File: src/hdl/assert_macros.svh
// ----------------------------------------------------------------------------
// assert_macros.svh
// Shared assertion macros for the text renderer RTL.
// ----------------------------------------------------------------------------
`ifndef ASSERT_MACROS_SVH
`define ASSERT_MACROS_SVH

// Same-cycle implication, checked at every rising edge outside reset.
`define ASSERT_IMPLY(label, clk, rst_n, ante, cons, msg) \
	label: assert property (@(posedge clk) disable iff (!rst_n) (ante) |-> (cons)) \
		else $error(msg);

// Next-cycle implication, checked at every rising edge outside reset.
`define ASSERT_NEXT(label, clk, rst_n, ante, cons, msg) \
	label: assert property (@(posedge clk) disable iff (!rst_n) (ante) |=> (cons)) \
		else $error(msg);

`endif

File: src/hdl/ttp_pkg.sv
// ----------------------------------------------------------------------------
// ttp_pkg
// Types, constants, font ROM and microcode for the text renderer.
// ----------------------------------------------------------------------------
package ttp_pkg;

	localparam int DISPLAY_WIDTH  = 128;
	localparam int DISPLAY_HEIGHT = 64;
	localparam int PAGE_COUNT     = DISPLAY_HEIGHT / 8;

	localparam logic [7:0] CH_NEWLINE = 8'h0A;
	localparam logic [7:0] CH_SPACE   = 8'h20;
	localparam logic [7:0] CH_TILDE   = 8'h7E;
	localparam logic [7:0] GLYPH_DEFAULT = 8'h5F;
	localparam logic [7:0] BLANK_BYTE    = 8'h00;

	localparam int GLYPH_COUNT   = 16;
	localparam int GLYPH_MAX_COL = 6;

	localparam logic [2:0] GLYPH_WIDTH [GLYPH_COUNT] = '{
		3'd3, 3'd1, 3'd3, 3'd5, 3'd4, 3'd6, 3'd5, 3'd1,
		3'd2, 3'd2, 3'd3, 3'd3, 3'd2, 3'd3, 3'd1, 3'd4
	};

	localparam logic [7:0] GLYPH_BITS [GLYPH_COUNT][GLYPH_MAX_COL] = '{
		'{8'h00, 8'h00, 8'h00, 8'h00, 8'h00, 8'h00},
		'{8'h5F, 8'h00, 8'h00, 8'h00, 8'h00, 8'h00},
		'{8'h03, 8'h00, 8'h03, 8'h00, 8'h00, 8'h00},
		'{8'h28, 8'h7F, 8'h14, 8'h7F, 8'h0A, 8'h00},
		'{8'h24, 8'h2A, 8'h6B, 8'h12, 8'h00, 8'h00},
		'{8'h20, 8'h13, 8'h0B, 8'h68, 8'h64, 8'h02},
		'{8'h36, 8'h49, 8'h56, 8'h20, 8'h50, 8'h00},
		'{8'h03, 8'h00, 8'h00, 8'h00, 8'h00, 8'h00},
		'{8'h3E, 8'h41, 8'h00, 8'h00, 8'h00, 8'h00},
		'{8'h41, 8'h3E, 8'h00, 8'h00, 8'h00, 8'h00},
		'{8'h05, 8'h02, 8'h05, 8'h00, 8'h00, 8'h00},
		'{8'h08, 8'h1C, 8'h08, 8'h00, 8'h00, 8'h00},
		'{8'h40, 8'h20, 8'h00, 8'h00, 8'h00, 8'h00},
		'{8'h08, 8'h08, 8'h08, 8'h00, 8'h00, 8'h00},
		'{8'h40, 8'h00, 8'h00, 8'h00, 8'h00, 8'h00},
		'{8'h40, 8'h30, 8'h0C, 8'h03, 8'h00, 8'h00}
	};

	// Glyph width in columns for a printable code.
	function automatic logic [2:0] glyph_width(input logic [7:0] ch);
		logic [7:0] g;
		g = ch - CH_SPACE;
		if (g < 8'(GLYPH_COUNT)) begin
			return GLYPH_WIDTH[g[3:0]];
		end
		return 3'd1;
	endfunction

	// One column of a glyph.
	function automatic logic [7:0] glyph_byte(input logic [7:0] ch, input logic [2:0] idx);
		logic [7:0] g;
		g = ch - CH_SPACE;
		if (g >= 8'(GLYPH_COUNT)) begin
			return GLYPH_DEFAULT;
		end
		if (idx < 3'(GLYPH_MAX_COL)) begin
			return GLYPH_BITS[g[3:0]][idx];
		end
		return BLANK_BYTE;
	endfunction

	// Datapath operations selected by the microcode.
	typedef enum logic [2:0] {
		OP_IDLE,
		OP_LOAD,
		OP_DISPATCH,
		OP_NEWLINE,
		OP_GLYPH,
		OP_TAIL,
		OP_BLANK,
		OP_NOP
	} op_t;

	// Jump conditions.
	typedef enum logic [2:0] {
		COND_ALWAYS,
		COND_NO_INPUT,
		COND_DRAW,
		COND_MORE,
		COND_DONE
	} cond_t;

	localparam int STEP_W     = 3;
	localparam int UCODE_SIZE = 8;

	typedef logic [STEP_W-1:0] step_t;

	typedef struct packed {
		op_t   op;
		cond_t cond;
		step_t target;
		logic  emits;
	} ucw_t;

	localparam step_t ST_IDLE  = 3'd0;
	localparam step_t ST_GLYPH = 3'd4;
	localparam step_t ST_BLANK = 3'd6;

	// Control program: a true condition jumps to target, else the next step.
	localparam ucw_t UCODE [UCODE_SIZE] = '{
		'{op: OP_IDLE,     cond: COND_NO_INPUT, target: ST_IDLE,  emits: 1'b0},
		'{op: OP_LOAD,     cond: COND_ALWAYS,   target: 3'd2,     emits: 1'b0},
		'{op: OP_DISPATCH, cond: COND_DRAW,     target: ST_GLYPH, emits: 1'b0},
		'{op: OP_NEWLINE,  cond: COND_ALWAYS,   target: ST_BLANK, emits: 1'b0},
		'{op: OP_GLYPH,    cond: COND_MORE,     target: ST_GLYPH, emits: 1'b1},
		'{op: OP_TAIL,     cond: COND_DONE,     target: ST_IDLE,  emits: 1'b1},
		'{op: OP_BLANK,    cond: COND_ALWAYS,   target: ST_IDLE,  emits: 1'b1},
		'{op: OP_NOP,      cond: COND_ALWAYS,   target: ST_IDLE,  emits: 1'b0}
	};

	// Sequencer to datapath.
	typedef struct packed {
		op_t  op;
		logic go;
	} ctl_t;

	// Datapath to sequencer.
	typedef struct packed {
		logic in_accept;
		logic draw;
		logic more;
		logic done;
		logic slot_free;
	} sts_t;

endpackage

File: src/hdl/ttp_in_if.sv
// ----------------------------------------------------------------------------
// ttp_in_if
// Character request channel with valid/ready handshake.
// ----------------------------------------------------------------------------
interface ttp_in_if;
	logic       valid;
	logic       ready;
	logic [7:0] character;
	logic [2:0] start_page;
	logic [6:0] start_column;
	logic       first_of_string;
	logic       last_of_string;

	modport source (
		output valid, character, start_page, start_column, first_of_string, last_of_string,
		input  ready
	);
	modport sink (
		input  valid, character, start_page, start_column, first_of_string, last_of_string,
		output ready
	);
endinterface

File: src/hdl/ttp_out_if.sv
// ----------------------------------------------------------------------------
// ttp_out_if
// Framebuffer write request channel with valid/ready handshake.
// ----------------------------------------------------------------------------
interface ttp_out_if;
	logic       valid;
	logic       ready;
	logic       write_valid;
	logic [2:0] page;
	logic [6:0] column;
	logic [7:0] pixel_byte;
	logic       halted;
	logic       refresh_request;
	logic       last_of_run;

	modport source (
		output valid, write_valid, page, column, pixel_byte, halted, refresh_request,
		       last_of_run,
		input  ready
	);
	modport sink (
		input  valid, write_valid, page, column, pixel_byte, halted, refresh_request,
		       last_of_run,
		output ready
	);
endinterface

File: src/hdl/text_to_page_framebuffer_renderer.sv
// ----------------------------------------------------------------------------
// text_to_page_framebuffer_renderer
// Renders a string, one character per request, into page-mode framebuffer
// byte write requests using a proportional bitmap font.
// ----------------------------------------------------------------------------
// The block accepts one character request at a time on text and answers with
// one or more write requests on pixels, the final one marked by last_of_run.
// A printable character produces its glyph columns (one to six), followed by a
// blank gap column unless it reaches the right edge, one write per cycle;
// columns past the display width are dropped and the cursor wraps to the start
// column on the next page. A newline, a skipped control code or a halted
// string produces a single request with write_valid low. A character is taken
// in the idle step of the control program and passes its load and dispatch
// steps; a drawn character then steps through its glyph columns and the gap
// step, any other character through the newline and blank steps. A glyph that
// lies wholly past the right edge adds the blank step, for its no-write
// result. Every step that writes also waits while the output register still
// holds a request that the sink has not taken. The next character is taken
// only when the program has returned to its idle step. The output register
// lets the program finish and take the next character while the last write
// request still waits for the sink. The first character of a string, marked by
// first_of_string, loads the cursor and wrap column from start_page and
// start_column and clears the halt; refresh_request is raised on the final
// request of the last character when the string has not left the last page.
// ----------------------------------------------------------------------------
`include "assert_macros.svh"

module text_to_page_framebuffer_renderer
	import ttp_pkg::*;
(
	input  logic      clk,
	input  logic      arst_n,
	ttp_in_if.sink    text,
	ttp_out_if.source pixels
);

	// Control word for the current step and status fed back to the jumps.
	ctl_t ctl;
	sts_t sts;

	// Step counter and microcode ROM.
	ttp_useq u_useq (
		.clk    (clk),
		.arst_n (arst_n),
		.sts    (sts),
		.ctl    (ctl)
	);

	// Cursor, font lookup and output register.
	ttp_dpath u_dpath (
		.clk    (clk),
		.arst_n (arst_n),
		.ctl    (ctl),
		.sts    (sts),
		.text   (text),
		.pixels (pixels)
	);

	// An accepted character always starts the program at its load step.
	`ASSERT_NEXT(a_accept_loads, clk, arst_n, text.valid && text.ready, ctl.op == OP_LOAD, "accepted character did not start the load step")

	// A refresh is only asked on the closing request of a string that did not halt.
	`ASSERT_IMPLY(a_refresh_last, clk, arst_n, pixels.valid && pixels.refresh_request, pixels.last_of_run && !pixels.halted, "refresh request outside the closing request")

	// A request without a write is always the only, and so the final, one of its character.
	`ASSERT_IMPLY(a_blank_last, clk, arst_n, pixels.valid && !pixels.write_valid, pixels.last_of_run, "no-write request not marked last")

endmodule

File: src/hdl/ttp_useq.sv
// ----------------------------------------------------------------------------
// ttp_useq
// Microcode sequencer: step counter, control ROM and conditional jumps.
// ----------------------------------------------------------------------------
module ttp_useq
	import ttp_pkg::*;
(
	input  logic clk,
	input  logic arst_n,
	input  sts_t sts,
	output ctl_t ctl
);

	step_t step_q;
	ucw_t  cw;
	logic  stall;
	logic  take;

	assign cw    = UCODE[step_q];
	assign stall = cw.emits && !sts.slot_free;

	always_comb begin
		unique case (cw.cond)
			COND_ALWAYS:   take = 1'b1;
			COND_NO_INPUT: take = !sts.in_accept;
			COND_DRAW:     take = sts.draw;
			COND_MORE:     take = sts.more;
			COND_DONE:     take = sts.done;
			default:       take = 1'b1;
		endcase
	end

	always_ff @(posedge clk or negedge arst_n) begin
		if (!arst_n) begin
			step_q <= ST_IDLE;
		end else if (!stall) begin
			step_q <= take ? cw.target : step_q + 3'd1;
		end
	end

	assign ctl.op = cw.op;
	assign ctl.go = !stall;

endmodule

File: src/hdl/ttp_dpath.sv
// ----------------------------------------------------------------------------
// ttp_dpath
// Cursor, glyph column datapath and output register of the text renderer.
// ----------------------------------------------------------------------------
module ttp_dpath
	import ttp_pkg::*;
(
	input  logic    clk,
	input  logic    arst_n,
	input  ctl_t    ctl,
	output sts_t    sts,
	ttp_in_if.sink  text,
	ttp_out_if.source pixels
);

	// Captured request.
	logic [7:0] char_q;
	logic [2:0] spage_q;
	logic [6:0] scol_q;
	logic       first_q;
	logic       last_q;

	// Cursor state and per-glyph control.
	logic [2:0] page_q;
	logic [7:0] col_q;
	logic [6:0] wrap_q;
	logic       halt_q;
	logic [2:0] w_q;
	logic [2:0] idx_q;
	logic       wraps_q;
	logic       wrote_q;

	// Output register.
	logic       out_valid_q;
	logic       o_write_q;
	logic [2:0] o_page_q;
	logic [6:0] o_col_q;
	logic [7:0] o_byte_q;
	logic       o_halt_q;
	logic       o_refresh_q;
	logic       o_last_q;

	logic       in_accept;
	logic       draw;
	logic [2:0] w_glyph;
	logic [8:0] prep_sum;
	logic       prep_wraps;
	logic       last_page;
	logic [8:0] col_idx;
	logic [8:0] sum_w;
	logic       in_range;
	logic       emit_now;
	logic       r_write;
	logic [6:0] r_col;
	logic [7:0] r_byte;
	logic       r_last;

	assign text.ready = (ctl.op == OP_IDLE);
	assign in_accept  = text.valid && text.ready;

	assign draw       = !halt_q && (char_q >= CH_SPACE) && (char_q <= CH_TILDE);
	assign w_glyph    = glyph_width(char_q);
	assign prep_sum   = {1'b0, col_q} + 9'(w_glyph);
	assign prep_wraps = prep_sum >= 9'(DISPLAY_WIDTH);
	assign last_page  = ({1'b0, page_q} + 4'd1) >= 4'(PAGE_COUNT);
	assign col_idx    = {1'b0, col_q} + 9'(idx_q);
	assign sum_w      = {1'b0, col_q} + 9'(w_q);
	assign in_range   = col_idx < 9'(DISPLAY_WIDTH);

	assign sts.in_accept = in_accept;
	assign sts.draw      = draw;
	assign sts.more      = ({1'b0, idx_q} + 4'd1) < {1'b0, w_q};
	assign sts.done      = !wraps_q || wrote_q;
	assign sts.slot_free = !out_valid_q || pixels.ready;

	// A dropped column or a wrapping tail produces no result.
	assign emit_now = ctl.go && (((ctl.op == OP_GLYPH) && in_range)
		|| ((ctl.op == OP_TAIL) && !wraps_q) || (ctl.op == OP_BLANK));

	always_comb begin
		r_write = 1'b0;
		r_col   = 7'd0;
		r_byte  = BLANK_BYTE;
		r_last  = 1'b1;
		unique case (ctl.op)
			OP_GLYPH: begin
				r_write = 1'b1;
				r_col   = col_idx[6:0];
				r_byte  = glyph_byte(char_q, idx_q);
				// Last write of a wrapping glyph is its last column on the display.
				r_last  = wraps_q && ((col_idx + 9'd1) >= 9'(DISPLAY_WIDTH));
			end
			OP_TAIL: begin
				r_write = 1'b1;
				r_col   = sum_w[6:0];
			end
			default: begin
			end
		endcase
	end

	always_ff @(posedge clk) begin
		if (in_accept) begin
			char_q  <= text.character;
			spage_q <= text.start_page;
			scol_q  <= text.start_column;
			first_q <= text.first_of_string;
			last_q  <= text.last_of_string;
		end
		if (emit_now) begin
			o_write_q   <= r_write;
			o_page_q    <= r_write ? page_q : 3'd0;
			o_col_q     <= r_col;
			o_byte_q    <= r_byte;
			o_halt_q    <= halt_q;
			o_refresh_q <= r_last && last_q && !halt_q;
			o_last_q    <= r_last;
		end
	end

	always_ff @(posedge clk or negedge arst_n) begin
		if (!arst_n) begin
			page_q      <= 3'd0;
			col_q       <= 8'd0;
			wrap_q      <= 7'd0;
			halt_q      <= 1'b0;
			w_q         <= 3'd0;
			idx_q       <= 3'd0;
			wraps_q     <= 1'b0;
			wrote_q     <= 1'b0;
			out_valid_q <= 1'b0;
		end else begin
			if (emit_now) begin
				out_valid_q <= 1'b1;
			end else if (pixels.ready) begin
				out_valid_q <= 1'b0;
			end
			if (ctl.go) begin
				unique case (ctl.op)
					OP_LOAD: begin
						if (first_q) begin
							page_q <= spage_q;
							col_q  <= {1'b0, scol_q};
							wrap_q <= scol_q;
							halt_q <= {1'b0, spage_q} >= 4'(PAGE_COUNT);
						end
					end
					OP_DISPATCH: begin
						if (draw) begin
							w_q     <= w_glyph;
							wraps_q <= prep_wraps;
							idx_q   <= 3'd0;
							wrote_q <= 1'b0;
							// Halt known up front so every write of the glyph reports it.
							if (prep_wraps && last_page) begin
								halt_q <= 1'b1;
							end
						end
					end
					OP_NEWLINE: begin
						if ((char_q == CH_NEWLINE) && !halt_q) begin
							col_q <= {1'b0, wrap_q};
							if (last_page) begin
								halt_q <= 1'b1;
							end else begin
								page_q <= page_q + 3'd1;
							end
						end
					end
					OP_GLYPH: begin
						idx_q <= idx_q + 3'd1;
						if (in_range) begin
							wrote_q <= 1'b1;
						end
					end
					OP_TAIL: begin
						if (wraps_q) begin
							col_q <= {1'b0, wrap_q};
							if (!last_page) begin
								page_q <= page_q + 3'd1;
							end
						end else begin
							col_q <= 8'(sum_w + 9'd1);
						end
					end
					default: begin
					end
				endcase
			end
		end
	end

	assign pixels.valid           = out_valid_q;
	assign pixels.write_valid     = o_write_q;
	assign pixels.page            = o_page_q;
	assign pixels.column          = o_col_q;
	assign pixels.pixel_byte      = o_byte_q;
	assign pixels.halted          = o_halt_q;
	assign pixels.refresh_request = o_refresh_q;
	assign pixels.last_of_run     = o_last_q;

endmodule

File: src/flat_wrapper.sv
// flat-port wrapper written by rule: the top's interface ports become plain ports
module text_to_page_framebuffer_renderer_flat import ttp_pkg::*;
  (clk, arst_n, text_valid, text_character, text_start_page, text_start_column, text_first_of_string, text_last_of_string, text_ready, pixels_valid, pixels_write_valid, pixels_page, pixels_column, pixels_pixel_byte, pixels_halted, pixels_refresh_request, pixels_last_of_run, pixels_ready);
  ttp_in_if text_i ();
  ttp_out_if pixels_i ();
  input  logic clk;
  input  logic arst_n;
  input wire logic [$bits(text_i.valid)-1:0] text_valid;
  input wire logic [$bits(text_i.character)-1:0] text_character;
  input wire logic [$bits(text_i.start_page)-1:0] text_start_page;
  input wire logic [$bits(text_i.start_column)-1:0] text_start_column;
  input wire logic [$bits(text_i.first_of_string)-1:0] text_first_of_string;
  input wire logic [$bits(text_i.last_of_string)-1:0] text_last_of_string;
  output wire logic [$bits(text_i.ready)-1:0] text_ready;
  output wire logic [$bits(pixels_i.valid)-1:0] pixels_valid;
  output wire logic [$bits(pixels_i.write_valid)-1:0] pixels_write_valid;
  output wire logic [$bits(pixels_i.page)-1:0] pixels_page;
  output wire logic [$bits(pixels_i.column)-1:0] pixels_column;
  output wire logic [$bits(pixels_i.pixel_byte)-1:0] pixels_pixel_byte;
  output wire logic [$bits(pixels_i.halted)-1:0] pixels_halted;
  output wire logic [$bits(pixels_i.refresh_request)-1:0] pixels_refresh_request;
  output wire logic [$bits(pixels_i.last_of_run)-1:0] pixels_last_of_run;
  input wire logic [$bits(pixels_i.ready)-1:0] pixels_ready;
  assign text_i.valid = text_valid;
  assign text_i.character = text_character;
  assign text_i.start_page = text_start_page;
  assign text_i.start_column = text_start_column;
  assign text_i.first_of_string = text_first_of_string;
  assign text_i.last_of_string = text_last_of_string;
  assign text_ready = text_i.ready;
  assign pixels_valid = pixels_i.valid;
  assign pixels_write_valid = pixels_i.write_valid;
  assign pixels_page = pixels_i.page;
  assign pixels_column = pixels_i.column;
  assign pixels_pixel_byte = pixels_i.pixel_byte;
  assign pixels_halted = pixels_i.halted;
  assign pixels_refresh_request = pixels_i.refresh_request;
  assign pixels_last_of_run = pixels_i.last_of_run;
  assign pixels_i.ready = pixels_ready;
  text_to_page_framebuffer_renderer u_core (.clk(clk), .arst_n(arst_n), .text(text_i), .pixels(pixels_i));
endmodule
File: config.mk
export PLATFORM = sky130hd
export DESIGN_NAME = text_to_page_framebuffer_renderer_flat
export DESIGN_NICKNAME = d
export VERILOG_FILES = /design/src/hdl/ttp_pkg.sv /design/src/hdl/ttp_in_if.sv /design/src/hdl/ttp_out_if.sv /design/src/hdl/text_to_page_framebuffer_renderer.sv /design/src/hdl/ttp_useq.sv /design/src/hdl/ttp_dpath.sv /design/src/flat_wrapper.sv
export VERILOG_INCLUDE_DIRS = /design/src /design/src/hdl
export SDC_FILE = /design/constraint.sdc
export NUM_CORES = 1
export LEC_CHECK = 0
export ABC_AREA = 1
export BUFFER_PORTS_ARGS = -buffer_cell sky130_fd_sc_hd__buf_2
export CORE_MARGIN = 4
export CORE_UTILIZATION = 60
export CTS_CLUSTER_SIZE = 30
export DETAILED_ROUTE_END_ITERATION = 7
export PLACE_DENSITY = 0.81
export SLEW_MARGIN = 30
export SYNTH_ARGS = -nofsm -noshare
export SYNTH_HDL_FRONTEND = slang
export SYNTH_SLANG_ARGS = --single-unit
export TNS_END_PERCENT = 20
File: constraint.sdc
create_clock -name clk -period 3.9 [get_ports clk]
set_input_delay 0.975 -clock clk [delete_from_list [all_inputs] [get_ports clk]]
set_output_delay 0.975 -clock clk [all_outputs]
set_load 0.02 [all_outputs]
After elaboration in Yosys (flattened, before gate mapping)
Memories as Yosys holds them, arrays and structs flattened.
Index checks and enable logic that the tools add are counted.
Word-level totals
  register bits: 73
  bits in read-only memories: 896
  input port bits: 24
  output and inout port bits: 24
  logic and storage cells: 154
  memories: 3
Operators by class
  add/sub/neg operators: 11
  order comparisons: 13
  eq/ne operators: 18
  multiplexer cells: 48
  bitwise gates (word level): 4
  reduce and logical (&&, ||, !) cells: 35
Memories
  (no name shown): words 16, width 48, read ports 1, clocked after Yosys merged registers in 0, write ports 0, line ttp_pkg.sv:62  | return GLYPH_BITS[g[3:0]][idx];
  (no name shown): words 8, width 10, read ports 1, clocked after Yosys merged registers in 0, write ports 0, line ttp_useq.sv:19  | assign cw = UCODE[step_q];
  (no name shown): words 16, width 3, read ports 1, clocked after Yosys merged registers in 0, write ports 0, line ttp_pkg.sv:49  | return GLYPH_WIDTH[g[3:0]];
Operators with widths (count)
  $mux 48: 2
  $mux 8: 9
  $mux 3: 10
  $bmux 8 s3: 1
  $pmux 8 s3: 1
  $mux 10: 2
  $add 8x3->9: 2
  $ge 9x8->1 const B: 2
  $mux 1: 17
  $ne 2x2->1 const B: 7
  $pmux 7 s2: 1
  $eq 3x2->1 const B: 4
  $eq 3x3->1 const B: 4
  $ge 4x4->1 const B: 3
  $logic_and 1x1->1: 12
  $add 3x1->3 const B: 3
  $add 9x1->9 const B: 1
  $lt 9x8->1 const B: 1
  $pmux 3 s3: 1
  $reduce_and 3->1: 3
  $add 3x1->4 const B: 2
  $add 8x1->8 const B: 1
  $add 8x3->8: 1
  $eq 8x4->1 const B: 1
  other kinds (25): 38

Longest topological paths before layout
Gate-level depths: netlist of the first run.
  depth after elaboration: 13
  depth in mapped cells: 18
  depth with buffers taken out: 17

Hierarchy
A second synthesis of the first run with hierarchy kept.
Unflattened totals
  cell total of the unflattened synthesis: 610
  area, all modules: 4802.1 µm²
By module, submodules not included
  ttp_dpath: instances 1, cells an instance 548, area an instance 4425.5 µm², sequential area each 1931.9 µm²
  ttp_useq: instances 1, cells an instance 62, area an instance 376.6 µm², sequential area each 75.1 µm²

Least setup slack after synthesis of the first run
No wires, ideal clock.
  path type: reg2reg
  from: reg u_core.u_dpath.col_q[0]
  to: reg u_core.u_dpath.o_col_q[0] (netlist: u_core.u_dpath.pixels.column[0]), enable pin
  setup time: 0.412 ns
  arrival time: 2.668 ns
  data required time: 3.488 ns
  path slack: 0.820 ns
  cell stages (with the launch flop): 10
  path buffers: 0
  period minus slack after synthesis: 3.080 ns
  cells stage by stage: dfrtp_1 -> ha_1 -> fa_1 -> nand2_1 -> nand2_1 -> o2111ai_1 -> nand2_1 -> inv_1 -> nand2_1 -> a31oi_1
On the way
  word-level cells in the longest chain between the ends: 6
Ends and longest elaborated chain
  start: declaration: line ttp_dpath.sv:25  | logic [7:0] col_q;
  start signal: assignment: line ttp_dpath.sv:143  | col_q <= {1'b0, scol_q};
  start signal: assignment: line ttp_dpath.sv:162  | col_q <= {1'b0, wrap_q};
  start signal: assignment: line ttp_dpath.sv:178  | col_q <= {1'b0, wrap_q};
  $add 8x3->9: line ttp_dpath.sv:66  | assign col_idx = {1'b0, col_q} + 9'(idx_q);
  $lt 9x8->1: line ttp_dpath.sv:68  | assign in_range = col_idx < 9'(DISPLAY_WIDTH);
  $logic_and 1x1->1: line ttp_dpath.sv:77  | assign emit_now = ctl.go && (((ctl.op == OP_GLYPH) && in_range)
  $logic_or 1x1->1 (2 in a row): line ttp_dpath.sv:78  | || ((ctl.op == OP_TAIL) && !wraps_q) || (ctl.op == OP_BLANK));
  $logic_and 1x1->1: line ttp_dpath.sv:77
  net u_core.u_dpath.emit_now: line ttp_dpath.sv:52  | logic emit_now;
  end signal: assignment: line ttp_dpath.sv:113  | o_col_q <= r_col;
  end: declaration: line ttp_dpath.sv:37  | logic [6:0] o_col_q;
The timed path passes the listed nets, and every way through them passes these cells.
A chain may end at the register's enable or synchronous reset.

Worst setup path in the final report of the first run
  from: reg u_core.u_dpath.char_q[1]
  to: reg u_core.u_dpath.halt_q
On the way
  word-level cells in the longest chain between the ends: 12
  elaborated cells between the ends (all ways): 22
  classes of those cells: add/sub (2); order compare (4); eq/ne (4); mux (5); bitwise (1); reduce/logical (5); memory (1)
Ends and longest elaborated chain
  start: declaration: line ttp_dpath.sv:17  | logic [7:0] char_q;
  start signal: assignment: line ttp_dpath.sv:104  | char_q <= text.character;
  $sub 8x6->8 (*): line ttp_pkg.sv:47  | g = ch - CH_SPACE;
  $not 4->5 (implied by the code): line ttp_pkg.sv:49
  $mem_v2 16x3
  $mux 3 (implied by the code) (2 in a row): line ttp_pkg.sv:49
  $mux 3: line ttp_pkg.sv:48  | if (g < 8'(GLYPH_COUNT)) begin
  $mux 3 (*): line ttp_pkg.sv:51  | return 3'd1;
  net u_core.u_dpath.w_glyph[1]: line ttp_dpath.sv:45  | logic [2:0] w_glyph;
  $add 8x3->9 (*): line ttp_dpath.sv:63  | assign prep_sum = {1'b0, col_q} + 9'(w_glyph);
  $ge 9x8->1 (*): line ttp_dpath.sv:64  | assign prep_wraps = prep_sum >= 9'(DISPLAY_WIDTH);
  $logic_and 1x1->1 (*): line ttp_dpath.sv:155  | if (prep_wraps && last_page) begin
  $ne 2x2->1 (no line) (*)
  $reduce_and 7->1 (no line) (*)
  end signal: assignment: line ttp_dpath.sv:145  | halt_q <= {1'b0, spage_q} >= 4'(PAGE_COUNT);
  end: declaration: line ttp_dpath.sv:27  | logic halt_q;
Mark *: on every way through the listed nets, which the timed path passes. The rest lies on a longest branch. The select of a mux whose other input is x is not followed.

==> flow_summary.toml, run 1 <==
[clocking]
insertion_delay_ps = 350
cts_made_buffers = 9
cts_root_buffer = "clkbuf_8"
cts_num_sinks = 72
cts_setup_buffers = 0
clk_pin_slew_ps = 80
post_cts_resized = 0
post_cts_hold_buffer_count = 0
h-tree-depth = 3
clk_path_buf_depth = 2
cts_tree = "built"

[finish]
fillCellCount = 598
area_delta_synth_final_pct = 9.800
drive_gt1_share_pct = 13.13
diodes = 0
fin_nets = 681

[place]
gp_congestion = 0.9560
hpwl_um = 8447
numPortBuffers = 46

[synth]
syn_area_per_cell_um2 = 7.996
synthesis.area_um2 = 4686
synth_edf_count = 41
synth_cells = 586
ys_warn_count = 0
synth-async-reset-ratio_pct = 43.06
synth_seq_cells = 72
synth_area_leader_cell = "edfxtp_1"
synth_most_common_cell = "nand2_1"
synthTopCellsByCount = "148 x nand2_1, 69 x inv_1, 46 x nor2_1, 41 x edfxtp_1, 40 x nand3_1"
synth_area_leaders = "edfxtp_1 26%, dfrtp_1 17%, nand2_1 12%, ha_1 7.2%, inv_1 5.5%"
synth_flop_cell = "edfxtp_1"
yosysTopAreaCellShare_pct = 26.28
ys_types = 43
yosysSeqAreaShare_pct = 42.83
syn_nets = 640

[timing]
rsz0062_at_grt = "no"
fin_crit_ps = 2782
slew_violations = 0
worst_hold_slack_ps = 500.9
slew_headroom_pct = 49.87
skew_ps = 15.24
worst_pin_slew_ps = 751.9
finalSetupViolCount = 0
fin_crit_sh_pct = 71.33
hold_violations = 0
fmax_ghz = 0.3595
setup-tns-final_ps = 0

[die]
coreArea_um2 = 7408
num_rows = 31
initial_core_util_pct = 63.25
dieArea_um2 = 9287
die_x_um = 96.37
ios = 48
die_y_um = 96.37

[job]
drv_cap = 0

[hold_path]
min_path_type = "flop to flop"
hold_path_depth = 2
min_from = "u_core.u_dpath.wrote_q$_DFFE_PN0P_"

[worst_setup_path]
critical_path_class = "flop to flop"
worstPathArrival_ps = 3030
critPathRequiredTime_ps = 4140
cp-startpoint = "u_core.u_dpath.char_q[1]$_DFFE_PP_"
start_kind = "flop"
worstRegToRegCells = 16
r2r_start = "u_core.u_dpath.char_q[1]$_DFFE_PP_"
crit_fanout = 6
cp-end-kind = "flop"

[route]
drt_pre_antenna_iters = 6
routed_wl_um = 11120
routedWlPerCell_um = 15.21
num_vias = 4264
via_per_inst = 5.833
drt_iter0_drc = 429
drc = 0
ant_nets = 0

[global_routing]
grt_overflow_total = 0
antenna_found_initial = 0
grt_use_total_pct = 26.53
grt_pass1_vias = 3993
grt_pass1_wl_um = 18890
grt_max_degree = 32

[pwr]
power_density_nw_per_um2 = 802.3
leakagePower_nw = 2.455
vdd_drop_max_uv = 512.0

[run_status]
outcome = "finished clean"
-- worst paths after layout --
check	to	slack, ps
min in group asynchronous	u_core.u_dpath.wrap_q[3]$_DFFE_PN0P_	680
max	u_core.u_dpath.halt_q$_DFFE_PN0P_	1120
min reg2reg	u_core.u_dpath.wrote_q$_DFFE_PN0P_	500
min	u_core.u_dpath.wrote_q$_DFFE_PN0P_	500
max in group asynchronous	u_core.u_dpath.w_q[0]$_DFFE_PN0P_	2740
max reg2reg	u_core.u_dpath.halt_q$_DFFE_PN0P_	1120
-- per-stage QoR --
| step | util [%] | power (mW) | area (um^2) | instances | setup WS [ps] |
|---|---|---|---|---|---|
| 6_report | 69.45 | 4.128 | 5145 | 731 | 1118 |
| 3_5_place_dp | 66.90 | 3.530 | 4956 | 715 | 1152 |
| 2_1_floorplan | - | 2.985 | 4686 | 586 | 820.4 |
| 3_3_place_gp | 66.90 | 3.490 | 4956 | 715 | 1238 |
| 5_1_grt | 69.45 | 4.500 | 5145 | 731 | 863.9 |
| 4_1_cts | 69.43 | 4.109 | 5144 | 731 | 1137 |
-- metal layers --
metal / track usage [%] / vias to the layer above / share of wire, %
met5: 0 / - / 0
met4: 10.51 / 0 / 2.7
met3: 4.957 / 29 / 10
met2: 38.07 / 261 / 42
met1: 39.60 / 1930 / 45
li1: - / 2044 / -
-- power by group --
group	internal (mW)	switching, mW	total [mW]
Clock	0.245	0.317	0.562
Sequential	1.18	0.243	1.42
Combinational	0.683	1.46	2.14
-- worst max-delay path, cell delays in order, from the launching register on --
cell      delay [ps]
edfxtp_1         480
inv_1            180
ha_1             220
nand2_1          100
inv_1            100
nor3_1            50
nor3_1           420
inv_1            120
fa_1             370
nor2_1           110
nor2_1            50
nand4_1          100
nand4_1           80
nand2_1           90
nand3_1           90
nand2_1           80
nand2_1           50
-- cells by family after synthesis --
kind of cell | Yosys count | share of synthesized area (%)
adder cells (fa/ha/maj) | 30 | 8.491
AND/OR/NAND/NOR | 262 | 23.55
XOR/XNOR | 10 | 1.869
other | 1 | 0.08003
flip-flops | 72 | 42.83
buffers and inverters | 94 | 8.251
multiplexers | 3 | 0.6942
AO/OA/AOI/OAI | 114 | 14.23
-- layout make-up --
cell class              count  area (um^2)  area share [%]
clock inverters             7        63.81           1.240
repair buffers             47        237.7           4.621
multi-input cells         420         2300           44.70
clock buffers               9        123.9           2.408
well taps                  99        123.9           2.408
flip-flops and latches     72         2007           39.01
inverters                  77        289.0           5.618
-- sequential cells by signal, summed over array words and instances, names as in the netlist, 3 cells and up --
register / cells
u_core.u_dpath.w_q: 3
u_core.u_dpath.pixels.column: 7
u_core.u_dpath.page_q: 3
u_core.u_dpath.idx_q: 3
u_core.u_useq.step_q: 3
u_core.u_dpath.pixels.pixel_byte: 7
u_core.u_dpath.spage_q: 3
u_core.u_dpath.col_q: 8
u_core.u_dpath.wrap_q: 7
u_core.u_dpath.scol_q: 7
u_core.u_dpath.pixels.page: 3
u_core.u_dpath.char_q: 8
-- cells in the final DEF, fill, tap and decap left out, drive strengths merged --
master    instances
o211ai            7
a22oi             1
or2               2
inv              78
edfxtp           41
xor2              6
fa                3
nand2           149
clkinv            4
nor3             13
o22ai             4
buf              47
a21oi            38
mux2              2
nand4             9
xnor2             4
dfrtp            31
o2111ai           6
conb              1
o21bai            1
a211oi            1
o21ai            46
ha               27
a21o              1
clkbuf            9
nor3b             1
nor2             47
clkinvlp          2
mux2i             1
nand3            40
a21boi            2
and3              1
a31oi             7
Note: power is estimated with default switching activity, not from simulation.
==> inputs of run 2 (changes only) <==
- CORE_UTILIZATION: 60 -> 54
- PLACE_DENSITY: 0.81 -> 0.77
- clock period: 3.9 -> 2.3 ns (I/O delays scaled with it)
==> run 2 against run 1 <==
Compared with the run above:
- critical path depth did not move
- combinational power rose by 130%
- the run now ends with setup timing left
- worst setup slack got worse by 1300 ps
- non-clock buffer count rose by 69
- critical path type unchanged
- utilization rose by 3.0 points
- via count rose by 7.0%
- register-to-register slack got worse by 1300 ps
- clock-buffer cell count did not move
- flip-flop and latch count did not move
==> flow_summary.toml, run 2 (synthesis results as in run 1) <==
[route]
num_vias = 4561
routed_wl_um = 13400
via_per_inst = 5.659
drt_pre_antenna_iters = 5
ant_nets = 0
drc = 0
routedWlPerCell_um = 16.62
drt_iter0_drc = 377

[die]
num_rows = 33
die_x_um = 101.2
ios = 48
coreArea_um2 = 8341
die_y_um = 101.2
dieArea_um2 = 10230
initial_core_util_pct = 56.18

[worst_setup_path]
cp-end-kind = "flop"
cpMaxStageDelayCell = "edfxtp_1"
crit_buf_inv = 2
cp_cell_sequence = "ha_4 -> nand2_1 -> inv_2 -> nor3_2 -> nor3_2 -> buf_4 -> ha_1 -> a21oi_2 -> o21bai_1 -> nand2_1 -> nand2_2 -> nand4_1 -> nand2_1 -> nand3_1 -> nand2_1 -> nand2_1"
critPathRequiredTime_ps = 2560
worstPathArrival_ps = 2700
start_kind = "flop"
crit_top_cell = "nand2_1"
path_delay_family = "simple AND/OR/NAND/NOR gates"
crit_fanout = 5
critical_path_class = "flop to flop"
slowest_delay_ps = 520

[timing]
fmax_ghz = 0.4088
finalWorstSetupSlack_ps = -146.2
worst_pin_slew_ps = 735.4
skew_ps = 4.836
fin_crit_ps = 2446
slew_headroom_pct = 50.97
worst_hold_slack_ps = 266.9
hold_violations = 0
setup-tns-final_ps = -1279
fin_crit_sh_pct = 106.4
slew_violations = 0
finalSetupViolCount = 22
rsz0062_at_grt = "yes"

[global_routing]
antenna_found_initial = 0
grt_pass1_wl_um = 20750
grt_overflow_total = 0
grt_pass1_vias = 4347
grt_max_degree = 32
grt_use_total_pct = 25.70

[finish]
top_regs = "u_core.u_dpath.char_q (8), u_core.u_dpath.col_q (8)"
diodes = 0
area_delta_synth_final_pct = 28.89
final_common_cell = "nand2_1"
fin_util_pct = 72.41
fillCellCount = 641
layout_common_cells = "141 x nand2_1, 62 x buf_4, 58 x inv_1, 46 x buf_2, 41 x edfxtp_1"
fin_nets = 750
drive_gt1_share_pct = 28.67

[place]
numPortBuffers = 46
dp_slack_ps = -168.5
gp_congestion = 0.9757
hpwl_um = 9416

[pwr]
total_power_mw = 8.383
power_density_nw_per_um2 = 1388
leakagePower_nw = 2.849
vdd_drop_max_uv = 938.2

[run_status]
failed_checks = "setup timing"
outcome = "finished, violations left"

[clocking]
cts_tree = "built"
cts_root_buffer = "clkbuf_8"
post_cts_hold_buffer_count = 0
clk_pin_slew_ps = 90
cts_num_sinks = 72
insertion_delay_ps = 360
cts_made_buffers = 9
clk_path_buf_depth = 2
h-tree-depth = 3

[job]
drv_cap = 0

[hold_path]
min_path_type = "primary input to async pin"
-- run 2: cell count changes in the layout (fill, tap and decap cells not counted), sizes merged --
cell      change
buf          +67
bufinv        +2
clkbuf        +2
clkinv        -1
clkinvlp      -1
-- run 2: area by class of cell --
| type | count | area, um^2 | share of cell area, % |
|---|---|---|---|
| Clock inverter | 7 | 110.1 | 1.823 |
| Multi-Input combinational cell | 420 | 2544 | 42.12 |
| Timing Repair Buffer | 116 | 830.8 | 13.76 |
| Sequential cell | 72 | 2008 | 33.25 |
| Inverter | 77 | 291.5 | 4.827 |
| Clock buffer | 9 | 123.9 | 2.051 |
| Tap cell | 105 | 131.4 | 2.175 |
-- run 2: worst paths after layout --
check                                                        start                                  end  slack, ps  depth (start not counted)
worst min register to register  u_core.u_dpath.wrote_q$_DFFE_PN0P_   u_core.u_dpath.wrote_q$_DFFE_PN0P_        480                          2
worst max-delay path            u_core.u_dpath.char_q[0]$_DFFE_PP_    u_core.u_dpath.halt_q$_DFFE_PN0P_       -150                         16
min in group clk                              text_start_column[0]   u_core.u_dpath.scol_q[0]$_DFFE_PP_        380                          1
max in group asynchronous                                   arst_n  u_core.u_dpath.col_q[1]$_DFFE_PN0P_       1520                          1
worst min-delay path                                        arst_n  u_core.u_dpath.col_q[4]$_DFFE_PN0P_        270                          1
worst max register to register  u_core.u_dpath.char_q[0]$_DFFE_PP_    u_core.u_dpath.halt_q$_DFFE_PN0P_       -150                         16
-- run 2: layer usage --
layer	share of wire, %	GRT usage, %	wire length [um]
met1	44	36.55	5861
met2	48	40.69	6382
met3	6.9	3.168	924
met4	1.7	9.202	227
met5	0	0	0
-- run 2: timing repair --
action | 4_1_cts | 5_1_grt
gates resized for setup | 14 | 52
hold endpoints to repair | 0 | 0
pin swaps | 10 | 23
gates cloned | 0 | 2
endpoints found under the setup margin | 2 | 29
buffers inserted | 8 | 16
-- run 2: through the flow --
step | instances | instance area [um^2]
after floorplan | 586 | 4708
after global placement | 767 | 5338
after detailed placement | 767 | 5338
after CTS | 791 | 5675
after global routing | 806 | 6040
final | 806 | 6040
-- run 2: worst register-to-register path, stage by stage (launching register included) --
cell and delay, ps:
edfxtp_1 520, ha_4 220, nand2_1 90, inv_2 50, nor3_2 160, nor3_2 70
buf_4 150, ha_1 290, a21oi_2 60, o21bai_1 210, nand2_1 110, nand2_2 70
nand4_1 80, nand2_1 90, nand3_1 70, nand2_1 60, nand2_1 40
-- run 2: where the power goes --
group	switching, mW	total [mW]	internal, mW
combinational	2.97	4.84	1.87
sequential	0.339	2.34	2.00
clock	0.566	1.20	0.637
total	3.87	8.38	4.51
